## src/design/pwlc_pkg.sv

```systemverilog
// Shared types and constants for the pulse-width line codec.
package pwlc_pkg;

   localparam int DEFAULT_TX_DEPTH = 8;

   localparam int CSR_IDX_W  = 3;
   localparam int CSR_DATA_W = 16;
   localparam int TICK_W     = 16;
   localparam int TRIM_W     = 8;
   localparam int LEVEL_W    = 4;

   localparam logic [CSR_IDX_W-1:0] REG_ZERO_HIGH  = 3'd0;
   localparam logic [CSR_IDX_W-1:0] REG_ONE_HIGH   = 3'd1;
   localparam logic [CSR_IDX_W-1:0] REG_RESET_HIGH = 3'd2;
   localparam logic [CSR_IDX_W-1:0] REG_TOL_BELOW  = 3'd3;
   localparam logic [CSR_IDX_W-1:0] REG_TOL_ABOVE  = 3'd4;
   localparam logic [CSR_IDX_W-1:0] REG_RESET_TOL  = 3'd5;
   localparam logic [CSR_IDX_W-1:0] REG_TX_TRIM    = 3'd6;

   localparam logic [TICK_W-1:0] ZERO_HIGH_RST  = 16'd8;
   localparam logic [TICK_W-1:0] ONE_HIGH_RST   = 16'd16;
   localparam logic [TICK_W-1:0] RESET_HIGH_RST = 16'd200;
   localparam logic [TICK_W-1:0] TOL_BELOW_RST  = 16'd2;
   localparam logic [TICK_W-1:0] TOL_ABOVE_RST  = 16'd8;
   localparam logic [TICK_W-1:0] RESET_TOL_RST  = 16'd6;
   localparam logic [TRIM_W-1:0] TX_TRIM_RST    = 8'd3;

   localparam logic [TICK_W-1:0] WIDTH_MAX = 16'hFFFF;

   localparam logic OP_TICK    = 1'b0;
   localparam logic OP_ENQUEUE = 1'b1;

   localparam logic [1:0] SYM_ZERO  = 2'd0;
   localparam logic [1:0] SYM_ONE   = 2'd1;
   localparam logic [1:0] SYM_RESET = 2'd2;
   localparam logic [1:0] SYM_ERROR = 2'd3;

   typedef struct packed {
      logic              op;
      logic              line_in;
      logic [TICK_W-1:0] high_ticks;
      logic [TICK_W-1:0] low_ticks;
   } req_type;

   typedef struct packed {
      logic               line_out;
      logic               rx_valid;
      logic [1:0]         rx_symbol;
      logic [TICK_W-1:0]  pulse_width;
      logic               enqueue_accepted;
      logic               tx_busy;
      logic [LEVEL_W-1:0] queue_level;
   } rsp_type;

   // lo is floored at zero, hi keeps the carry
   typedef struct packed {
      logic [TICK_W-1:0] lo;
      logic [TICK_W:0]   hi;
   } window_type;

   typedef struct packed {
      window_type zero_win;
      window_type one_win;
      window_type reset_win;
   } bounds_type;

   typedef struct packed {
      logic               line_out;
      logic               accepted;
      logic               busy;
      logic [LEVEL_W-1:0] level;
   } tx_status_type;

   typedef struct packed {
      logic              valid;
      logic [1:0]        symbol;
      logic [TICK_W-1:0] width;
   } rx_result_type;

endpackage

```

## src/design/pwlc_csr.sv

```systemverilog
// Configuration registers and registered receive window bounds.
module pwlc_csr (
   input  logic                               clock,
   input  logic                               reset,
   input  logic                               csr_we,
   input  logic [pwlc_pkg::CSR_IDX_W-1:0]     csr_index,
   input  logic [pwlc_pkg::CSR_DATA_W-1:0]    csr_wdata,
   output logic [pwlc_pkg::TRIM_W-1:0]        trim,
   output pwlc_pkg::bounds_type               bounds
);
   import pwlc_pkg::*;

   logic [TICK_W-1:0] zero_high_ff, zero_high_in;
   logic [TICK_W-1:0] one_high_ff, one_high_in;
   logic [TICK_W-1:0] reset_high_ff, reset_high_in;
   logic [TICK_W-1:0] tol_below_ff, tol_below_in;
   logic [TICK_W-1:0] tol_above_ff, tol_above_in;
   logic [TICK_W-1:0] reset_tol_ff, reset_tol_in;
   logic [TRIM_W-1:0] trim_ff, trim_in;
   bounds_type        bounds_ff, bounds_in;

   function automatic window_type make_window(input logic [TICK_W-1:0] nom,
                                              input logic [TICK_W-1:0] below,
                                              input logic [TICK_W-1:0] above);
      window_type w;
      w.lo = (nom > below) ? nom - below : '0;
      w.hi = {1'b0, nom} + {1'b0, above};
      return w;
   endfunction

   always_comb begin
      zero_high_in  = zero_high_ff;
      one_high_in   = one_high_ff;
      reset_high_in = reset_high_ff;
      tol_below_in  = tol_below_ff;
      tol_above_in  = tol_above_ff;
      reset_tol_in  = reset_tol_ff;
      trim_in       = trim_ff;
      if (csr_we) begin
         case (csr_index)
            REG_ZERO_HIGH:  zero_high_in  = csr_wdata;
            REG_ONE_HIGH:   one_high_in   = csr_wdata;
            REG_RESET_HIGH: reset_high_in = csr_wdata;
            REG_TOL_BELOW:  tol_below_in  = csr_wdata;
            REG_TOL_ABOVE:  tol_above_in  = csr_wdata;
            REG_RESET_TOL:  reset_tol_in  = csr_wdata;
            REG_TX_TRIM:    trim_in       = csr_wdata[TRIM_W-1:0];
            default: ;
         endcase
      end
      // bounds follow the next register values so they never lag a write
      bounds_in.zero_win  = make_window(zero_high_in, tol_below_in, tol_above_in);
      bounds_in.one_win   = make_window(one_high_in, tol_below_in, tol_above_in);
      bounds_in.reset_win = make_window(reset_high_in, reset_tol_in, reset_tol_in);
   end

   always_ff @(posedge clock) begin
      if (reset) begin
         zero_high_ff  <= ZERO_HIGH_RST;
         one_high_ff   <= ONE_HIGH_RST;
         reset_high_ff <= RESET_HIGH_RST;
         tol_below_ff  <= TOL_BELOW_RST;
         tol_above_ff  <= TOL_ABOVE_RST;
         reset_tol_ff  <= RESET_TOL_RST;
         trim_ff       <= TX_TRIM_RST;
         bounds_ff.zero_win  <= make_window(ZERO_HIGH_RST, TOL_BELOW_RST, TOL_ABOVE_RST);
         bounds_ff.one_win   <= make_window(ONE_HIGH_RST, TOL_BELOW_RST, TOL_ABOVE_RST);
         bounds_ff.reset_win <= make_window(RESET_HIGH_RST, RESET_TOL_RST, RESET_TOL_RST);
      end else begin
         zero_high_ff  <= zero_high_in;
         one_high_ff   <= one_high_in;
         reset_high_ff <= reset_high_in;
         tol_below_ff  <= tol_below_in;
         tol_above_ff  <= tol_above_in;
         reset_tol_ff  <= reset_tol_in;
         trim_ff       <= trim_in;
         bounds_ff     <= bounds_in;
      end
   end

   assign trim   = trim_ff;
   assign bounds = bounds_ff;

endmodule

```

## src/design/pwlc_tx.sv

```systemverilog
// Transmit pulse queue and line generator.
module pwlc_tx #(
   parameter int TX_DEPTH = pwlc_pkg::DEFAULT_TX_DEPTH
) (
   input  logic                        clock,
   input  logic                        reset,
   input  logic                        fire,
   input  pwlc_pkg::req_type           item,
   input  logic [pwlc_pkg::TRIM_W-1:0] trim,
   output pwlc_pkg::tx_status_type     status
);
   import pwlc_pkg::*;

   localparam int PTR_W = $clog2(TX_DEPTH);
   localparam int CNT_W = $clog2(TX_DEPTH + 1);
   localparam logic [PTR_W-1:0] LAST_PTR = PTR_W'(TX_DEPTH - 1);
   localparam logic [CNT_W-1:0] FULL_CNT = CNT_W'(TX_DEPTH);

   typedef enum logic [1:0] {PH_IDLE, PH_HIGH, PH_LOW} phase_type;

   typedef struct packed {
      logic [TICK_W-1:0] low;
      logic [TICK_W-1:0] high;
   } entry_type;

   entry_type queue_mem [TX_DEPTH];

   phase_type         phase_ff, phase_in, ph;
   logic [TICK_W-1:0] rem_ff, rem_in, rem;
   logic [TICK_W-1:0] low_ff, low_in, lowt;
   logic [PTR_W-1:0]  rd_ptr_ff, rd_ptr_in;
   logic [PTR_W-1:0]  wr_ptr_ff, wr_ptr_in;
   logic [CNT_W-1:0]  count_ff, count_in;
   entry_type         head_ff, wr_entry;
   logic              tick, wr_en, pop, line;

   always_comb begin
      tick  = fire && (item.op == OP_TICK);
      wr_en = fire && (item.op == OP_ENQUEUE) && (count_ff != FULL_CNT);

      wr_entry.low  = item.low_ticks;
      wr_entry.high = (item.high_ticks > {{(TICK_W-TRIM_W){1'b0}}, trim})
                      ? item.high_ticks - {{(TICK_W-TRIM_W){1'b0}}, trim} : '0;

      ph   = phase_ff;
      rem  = rem_ff;
      lowt = low_ff;
      pop  = 1'b0;
      if (ph == PH_LOW && rem == '0) ph = PH_IDLE;
      if (ph == PH_IDLE && count_ff != '0) begin
         pop  = 1'b1;
         ph   = PH_HIGH;
         rem  = head_ff.high;
         lowt = head_ff.low;
      end
      if (ph == PH_HIGH && rem == '0) begin
         ph  = PH_LOW;
         rem = lowt;
      end
      if (ph == PH_LOW && rem == '0) ph = PH_IDLE;
      line = (ph == PH_HIGH);
      if (ph != PH_IDLE && rem != '0) rem = rem - 1'b1;

      phase_in  = tick ? ph : phase_ff;
      rem_in    = tick ? rem : rem_ff;
      low_in    = tick ? lowt : low_ff;
      pop       = pop && tick;

      rd_ptr_in = rd_ptr_ff;
      if (pop) rd_ptr_in = (rd_ptr_ff == LAST_PTR) ? '0 : rd_ptr_ff + 1'b1;
      wr_ptr_in = wr_ptr_ff;
      if (wr_en) wr_ptr_in = (wr_ptr_ff == LAST_PTR) ? '0 : wr_ptr_ff + 1'b1;

      count_in = count_ff;
      if (wr_en) count_in = count_ff + 1'b1;
      else if (pop) count_in = count_ff - 1'b1;

      status.line_out = tick ? line : (phase_ff == PH_HIGH);
      status.accepted = wr_en;
      status.busy     = (phase_in != PH_IDLE);
      status.level    = LEVEL_W'(count_in);
   end

   always_ff @(posedge clock) begin
      if (wr_en) queue_mem[wr_ptr_ff] <= wr_entry;
   end

   // head word prefetch, bypassing a write into the slot about to be read
   always_ff @(posedge clock) begin
      if (wr_en && wr_ptr_ff == rd_ptr_in) head_ff <= wr_entry;
      else head_ff <= queue_mem[rd_ptr_in];
   end

   always_ff @(posedge clock) begin
      if (reset) begin
         phase_ff  <= PH_IDLE;
         rem_ff    <= '0;
         low_ff    <= '0;
         rd_ptr_ff <= '0;
         wr_ptr_ff <= '0;
         count_ff  <= '0;
      end else begin
         phase_ff  <= phase_in;
         rem_ff    <= rem_in;
         low_ff    <= low_in;
         rd_ptr_ff <= rd_ptr_in;
         wr_ptr_ff <= wr_ptr_in;
         count_ff  <= count_in;
      end
   end

endmodule

```

## src/design/pwlc_rx.sv

```systemverilog
// Receive pulse width measurement and symbol classification.
module pwlc_rx (
   input  logic                     clock,
   input  logic                     reset,
   input  logic                     fire,
   input  pwlc_pkg::req_type        item,
   input  pwlc_pkg::bounds_type     bounds,
   output pwlc_pkg::rx_result_type  result
);
   import pwlc_pkg::*;

   logic              last_ff, last_in;
   logic              meas_ff, meas_in;
   logic [TICK_W-1:0] count_ff, count_in;
   logic              tick;

   function automatic logic in_win(input logic [TICK_W-1:0] w, input window_type win);
      return (w >= win.lo) && ({1'b0, w} <= win.hi);
   endfunction

   always_comb begin
      tick     = fire && (item.op == OP_TICK);
      last_in  = last_ff;
      meas_in  = meas_ff;
      count_in = count_ff;
      result   = '0;
      if (tick) begin
         last_in = item.line_in;
         if (item.line_in) begin
            if (!last_ff) begin
               meas_in  = 1'b1;
               count_in = TICK_W'(1);
            end else if (meas_ff && count_ff != WIDTH_MAX) begin
               count_in = count_ff + 1'b1;
            end
         end else if (last_ff && meas_ff) begin
            meas_in      = 1'b0;
            result.valid = 1'b1;
            result.width = count_ff;
            if (in_win(count_ff, bounds.zero_win)) result.symbol = SYM_ZERO;
            else if (in_win(count_ff, bounds.one_win)) result.symbol = SYM_ONE;
            else if (in_win(count_ff, bounds.reset_win)) result.symbol = SYM_RESET;
            else result.symbol = SYM_ERROR;
         end
      end
   end

   always_ff @(posedge clock) begin
      if (reset) begin
         last_ff  <= 1'b0;
         meas_ff  <= 1'b0;
         count_ff <= '0;
      end else begin
         last_ff  <= last_in;
         meas_ff  <= meas_in;
         count_ff <= count_in;
      end
   end

endmodule

```

## src/design/pulse_width_line_codec_top.sv

```systemverilog
// Pulse-width line codec top level: input stage, tx/rx units, result stage.
// Each word is one tick (line sample in, line level out) or one enqueue of a
// pulse into the TX_DEPTH-deep transmit queue. A word is taken into an input
// register, processed combinationally against the transmit generator and
// receive measurement state, and its result word lands in an output register,
// so one word per clock is sustained while rsp_stall is low. The result
// register lets the next word be taken while a finished result waits on
// rsp_stall. Window bounds are derived from the configuration registers and
// held in registers alongside them.
module pulse_width_line_codec_top #(
   parameter int TX_DEPTH = pwlc_pkg::DEFAULT_TX_DEPTH
) (
   input  logic                            clock,
   input  logic                            reset,
   input  logic                            req_valid,
   output logic                            req_stall,
   input  pwlc_pkg::req_type               req_data,
   output logic                            rsp_valid,
   input  logic                            rsp_stall,
   output pwlc_pkg::rsp_type               rsp_data,
   input  logic                            csr_we,
   input  logic [pwlc_pkg::CSR_IDX_W-1:0]  csr_index,
   input  logic [pwlc_pkg::CSR_DATA_W-1:0] csr_wdata
);
   import pwlc_pkg::*;

   logic          in_vld_ff, in_vld_in;
   req_type       in_data_ff;
   logic          out_vld_ff, out_vld_in;
   rsp_type       out_data_ff, out_data_in;
   logic          fire, take;
   logic [TRIM_W-1:0] trim;
   bounds_type    bounds;
   tx_status_type tx_status;
   rx_result_type rx_result;

   pwlc_csr u_csr (
      .clock     (clock),
      .reset     (reset),
      .csr_we    (csr_we),
      .csr_index (csr_index),
      .csr_wdata (csr_wdata),
      .trim      (trim),
      .bounds    (bounds)
   );

   pwlc_tx #(.TX_DEPTH(TX_DEPTH)) u_tx (
      .clock  (clock),
      .reset  (reset),
      .fire   (fire),
      .item   (in_data_ff),
      .trim   (trim),
      .status (tx_status)
   );

   pwlc_rx u_rx (
      .clock  (clock),
      .reset  (reset),
      .fire   (fire),
      .item   (in_data_ff),
      .bounds (bounds),
      .result (rx_result)
   );

   always_comb begin
      fire      = in_vld_ff && (!out_vld_ff || !rsp_stall);
      req_stall = in_vld_ff && !fire;
      take      = req_valid && !req_stall;
      in_vld_in = take || (in_vld_ff && !fire);
      out_vld_in = fire || (out_vld_ff && rsp_stall);

      out_data_in.line_out         = tx_status.line_out;
      out_data_in.rx_valid         = rx_result.valid;
      out_data_in.rx_symbol        = rx_result.symbol;
      out_data_in.pulse_width      = rx_result.width;
      out_data_in.enqueue_accepted = tx_status.accepted;
      out_data_in.tx_busy          = tx_status.busy;
      out_data_in.queue_level      = tx_status.level;
   end

   always_ff @(posedge clock) begin
      if (take) in_data_ff <= req_data;
      if (fire) out_data_ff <= out_data_in;
   end

   always_ff @(posedge clock) begin
      if (reset) begin
         in_vld_ff  <= 1'b0;
         out_vld_ff <= 1'b0;
      end else begin
         in_vld_ff  <= in_vld_in;
         out_vld_ff <= out_vld_in;
      end
   end

   assign rsp_valid = out_vld_ff;
   assign rsp_data  = out_data_ff;

endmodule

```

## config.mk

```make
export PLATFORM = sky130hd
export DESIGN_NAME = pulse_width_line_codec_top
export DESIGN_NICKNAME = d
export VERILOG_FILES = /design/src/design/pwlc_pkg.sv /design/src/design/pwlc_csr.sv /design/src/design/pwlc_tx.sv /design/src/design/pwlc_rx.sv /design/src/design/pulse_width_line_codec_top.sv
export SDC_FILE = /design/constraint.sdc
export NUM_CORES = 1
export LEC_CHECK = 0
export BUFFER_PORTS_ARGS = -buffer_cell sky130_fd_sc_hd__buf_2
export CAP_MARGIN = 15
export CELL_PAD_IN_SITES_DETAIL_PLACEMENT = 0
export CELL_PAD_IN_SITES_GLOBAL_PLACEMENT = 1
export CORE_MARGIN = 10
export CORE_UTILIZATION = 46
export DETAILED_ROUTE_END_ITERATION = 12
export HOLD_SLACK_MARGIN = 0.08
export PLACE_DENSITY_LB_ADDON = 0.1
export SYNTH_ARGS = -nofsm -noshare
export SYNTH_HDL_FRONTEND = slang
export SYNTH_SLANG_ARGS = --single-unit
```

## constraint.sdc

```tcl
create_clock -name clock -period 7.7 [get_ports clock]
set_input_delay 1.155 -clock clock [delete_from_list [all_inputs] [get_ports clock]]
set_output_delay 1.155 -clock clock [all_outputs]
set_load 0.02 [all_outputs]
```

==> results.md <==
- Status: completed
- Total GRT Usage: 21.05%
- Cell mode on critical path: nand2b_1
- Final Cell Area: 33120 µm²
- Top FF cell, synth: edfxtp_1
- Port Buffers: 85
- Crit path depth: 16
- Leak: 12.85 nW
- Pint: 5.580 mW
- Largest net degree at the start of global routing: 83
- Final hold vios: 0
- Max Root-Sink Buffers: 3
- Area share of fa/ha/maj cells after synthesis: 9.252%
- Post-synthesis sequential area ratio: 50.24%
- Simple-Gate Fraction of Synth Area: 13.31%
- HPWL after detailed placement: 56.37 mm
- PnR Total Power: 7.575 mW
- Reg power frac: 45.7%
- Setup crit start: csr_index[2]
- Worst-Skew Late Latency: 610 ps
- Crit path capture type: register
- Die Width: 273.9 µm
- R2R setup slack: 2540 ps
- Cells after Synth: 2564
- Hold-fix buffers at CTS: 0
- Worst-path cell chain: buf_2 > nand2b_1 > nor3b_2 > mux2i_1 > inv_1 > ha_1 > a21o_1 > a21oi_1 > nand2b_1 > a21boi_0 > nor3_1 > o31ai_1 > o211ai_1 > o21ai_0 > a2111oi_0 > or4b_2
- Warnings from Yosys: 0
- Final period util: 68.50%
- Chip height: 273.9 µm
- GRT overflow: 0
- PD cells: 228.7 nW/µm²
- Initial antenna violation count: 2
- Post-DR vias/cell: 5.666
- CTS Sinks: 586
- First drt pass iteration count: 5
- Clock period minus worst slack: 5274 ps
- Die area: 75000 µm²
- Max Slew Vio Count: 0
- Xor and xnor area share after synthesis: 2.955%
- Syn_nets: 2837
- RSZ-0062 raised after global routing: false
- Htree depth: 3
- Post-synthesis mux area share: 10.51%
- # nets final: 2930
- FF-to-FF End: u_tx.rem_ff[9]$_SDFFE_PP0P_
- Fillers: 5669
- Top fanout value on the critical path: 10
- Post-synth EDFFs: 316
- Crit Path Class: input port to register
- Net Sw Power: 1.995 mW
- CP Capture Point: u_csr.bounds[48]$_SDFF_PP0_
- Crit path launch type: input port
- Root buffer cell: clkbuf_16
- Peak Freq: 0.1896 GHz
- CP Buf/Inv Count: 2
- Final non-filler cell total: 3566
- Switching Share: 26.34%
- Final GP Congestion: 0.9151
- Crit path max-delay family: simple AND/OR/NAND/NOR gates
- Clock buffer count from CTS: 67
- CP required: 8170 ps
- Final setup violation count: 0
- Max Cap Viol: 0
- WL/cell: 22.20 µm
- First-pass GRT wire length: 121.2 mm
- Initial Utilization: 46.23%
- CTS-repair resized insts: 0
- Avg Cell Area, Syn: 11.56 µm²
- Worst Hold Class: register to register
- Mapped Area: 29640 µm²
- Max incr delay on CP: 790 ps
- Synth Register Bits: 586
- Final WL: 79.17 mm
- Core area: 64120 µm²
- DRC errors left: 0
- Synth cell types: 100
- Layout Area Growth over Synthesis: 11.74%
- Vias in the first global route: 19.72k
- Combinational share of power: 13.7%
- CTS tree: yes
- Worst hold slack: 486.0 ps
- Slew @ Worst Pin: 942.3 ps
- Vias: 20.20k
- Post-CTS setup buffers: 0
- Worst Path Arrival: 5750 ps
- Share of cells above drive strength 1: 15.02%
- Worst-path clk slew: 60 ps
- Drt initial violations: 1675
- Largest family of logic cells by synthesized area: simple AND/OR/NAND/NOR gates
- Reg2Reg Depth: 15
- Post-synth ARST share: 0%
- Synth Area in Compound Gates: 9.839%
- Placed insts: 3443
- DP Area: 30980 µm²
- FP Rows: 93
- CP max stage cell: nor3b_2
- Number of I/O pins: 86
- Skew final: 19.28 ps
- Setup TNS: 0 ps
- Clock power share: 40.6%
- Antenna viol nets, final: 0
- Peak VDD IR: 152.1 µV
- Relative slew slack: 36.52%
[final cells by class]
cell class	count	area, µm²	area share, %
Clock inverter	25	266.5	0.8046
Clock buffer	97	1872	5.651
Inverter	169	634.4	1.915
Sequential cell	586	14900	44.99
Multi-Input combinational cell	1713	13680	41.31
Timing Repair Buffer	120	690.7	2.085
Antenna cell	1	2.502	0.007555
Tap cell	855	1070	3.230
[cells in the mapped netlist (8+ instances only)]
cell type | instances | area share, %
a21boi_0 | 8 | 0.20
o32ai_1 | 9 | 0.27
buf_2 | 13 | 0.22
mux2i_1 | 85 | 2.9
mux2_2 | 71 | 2.7
nor2b_1 | 38 | 0.80
a21oi_1 | 99 | 1.7
buf_1 | 13 | 0.16
buf_4 | 9 | 0.23
inv_1 | 168 | 2.1
o21a_1 | 22 | 0.56
nor4_1 | 22 | 0.46
mux4_2 | 55 | 4.2
clkbuf_1 | 49 | 0.62
a31oi_1 | 19 | 0.40
and3_1 | 17 | 0.36
o21bai_1 | 17 | 0.43
ha_1 | 208 | 8.8
or4_1 | 8 | 0.20
or2_2 | 9 | 0.19
o21ai_0 | 70 | 1.2
a211oi_1 | 47 | 1.2
edfxtp_1 | 316 | 32
xnor2_1 | 56 | 1.7
nand4_1 | 25 | 0.53
nand3_1 | 47 | 0.79
nor3_1 | 68 | 1.1
o31ai_1 | 10 | 0.25
xor2_1 | 44 | 1.3
or3_1 | 25 | 0.53
and4_1 | 8 | 0.24
dfxtp_1 | 270 | 18
nand2_1 | 87 | 1.1
and2_1 | 80 | 1.7
nand2b_1 | 41 | 0.87
nor2_1 | 237 | 3.0
a21o_1 | 31 | 0.79
[kinds of logic (layout without fill, tap and decap cells)]
| group | count (synthesis) | after routing |
|---|---|---|
| AND/OR/NAND/NOR | 751 | 751 |
| adder cells (fa/ha/maj) | 215 | 215 |
| buffers and inverters | 265 | 411 |
| other | 0 | 1 |
| multiplexers | 221 | 221 |
| AO/OA/AOI/OAI | 426 | 426 |
| XOR/XNOR | 100 | 100 |
| flip-flops | 586 | 586 |
[stage by stage]
stage / util (%) / setup WS, ps
2_1_floorplan: - / 248.3
3_3_place_gp: 48.32 / 1930
3_5_place_dp: 48.32 / 1876
4_1_cts: 51.66 / 2517
5_1_grt: 51.66 / 2197
6_report: 51.66 / 2426
[cells in the final DEF (no fill, tap or decap), types with 22 or more instances in the layout]
cell / n
o21a_1: 22
edfxtp_1: 316
dfxtp_1: 267
and2_1: 80
a211oi_1: 47
mux2_2: 71
nor2_1: 233
xor2_1: 44
clkbuf_1: 24
nor2b_1: 36
mux4_2: 55
nor3_1: 62
or3_1: 25
buf_2: 84
xnor2_1: 56
buf_4: 36
o21ai_0: 70
nand2b_1: 41
a21oi_1: 98
nand3_1: 47
nand4_1: 25
inv_1: 167
a21o_1: 31
clkbuf_16: 69
ha_1: 208
nand2_1: 87
mux2i_1: 85
[worst min-delay path, cell delays in order (launching register included)]
cell	delay, ps
dfxtp_1	340
a21oi_1	50
nor2_1	70
[routing by layer]
metal	GRT usage [%]	vias up	wire, µm
met5	0	-	0
met4	5.408	0	1465
li1	-	9616	-
met2	29.29	588	31950
met3	3.685	90	5022
met1	32.93	9910	40740
[state kept, by name, summed over array words and instances (netlist names), 4 cells and up, named ones only]
name,count
in_data_ff,34
rsp_data,26
u_csr.bounds,99
u_csr.one_high_ff,16
u_csr.reset_high_ff,16
u_csr.reset_tol_ff,16
u_csr.tol_above_ff,16
u_csr.tol_below_ff,16
u_csr.trim,8
u_csr.zero_high_ff,16
u_rx.count_ff,16
u_tx.count_ff,4
u_tx.low_ff,16
u_tx.queue_mem,256
u_tx.rem_ff,16
[power by group through the flow]
stage	Combinational (mW)	Sequential [mW]	Clock (mW)
after floorplan	0.726	3.51	0
after global placement	1.01	3.52	0
after detailed placement	1.02	3.53	0
after CTS	1.02	3.46	3.16
after global routing	1.14	3.47	3.28
final	1.04	3.46	3.08
[how the worst min path moves through the flow]
| stage | startpoint | depth (start not counted) | endpoint |
|---|---|---|---|
| final | in_vld_ff$_SDFF_PP0_ | 2 | rsp_valid$_SDFF_PP0_ |
| after global routing | u_tx.rd_ptr_ff[1]$_SDFF_PP0_ | 2 | u_tx.rd_ptr_ff[1]$_SDFF_PP0_ |
| after CTS | in_vld_ff$_SDFF_PP0_ | 2 | rsp_valid$_SDFF_PP0_ |
| after detailed placement | in_vld_ff$_SDFF_PP0_ | 2 | rsp_valid$_SDFF_PP0_ |
| after global placement | in_vld_ff$_SDFF_PP0_ | 2 | rsp_valid$_SDFF_PP0_ |
| after floorplan | u_tx.rd_ptr_ff[1]$_SDFF_PP0_ | 2 | register |
Power figures use the tool's default switching activity.
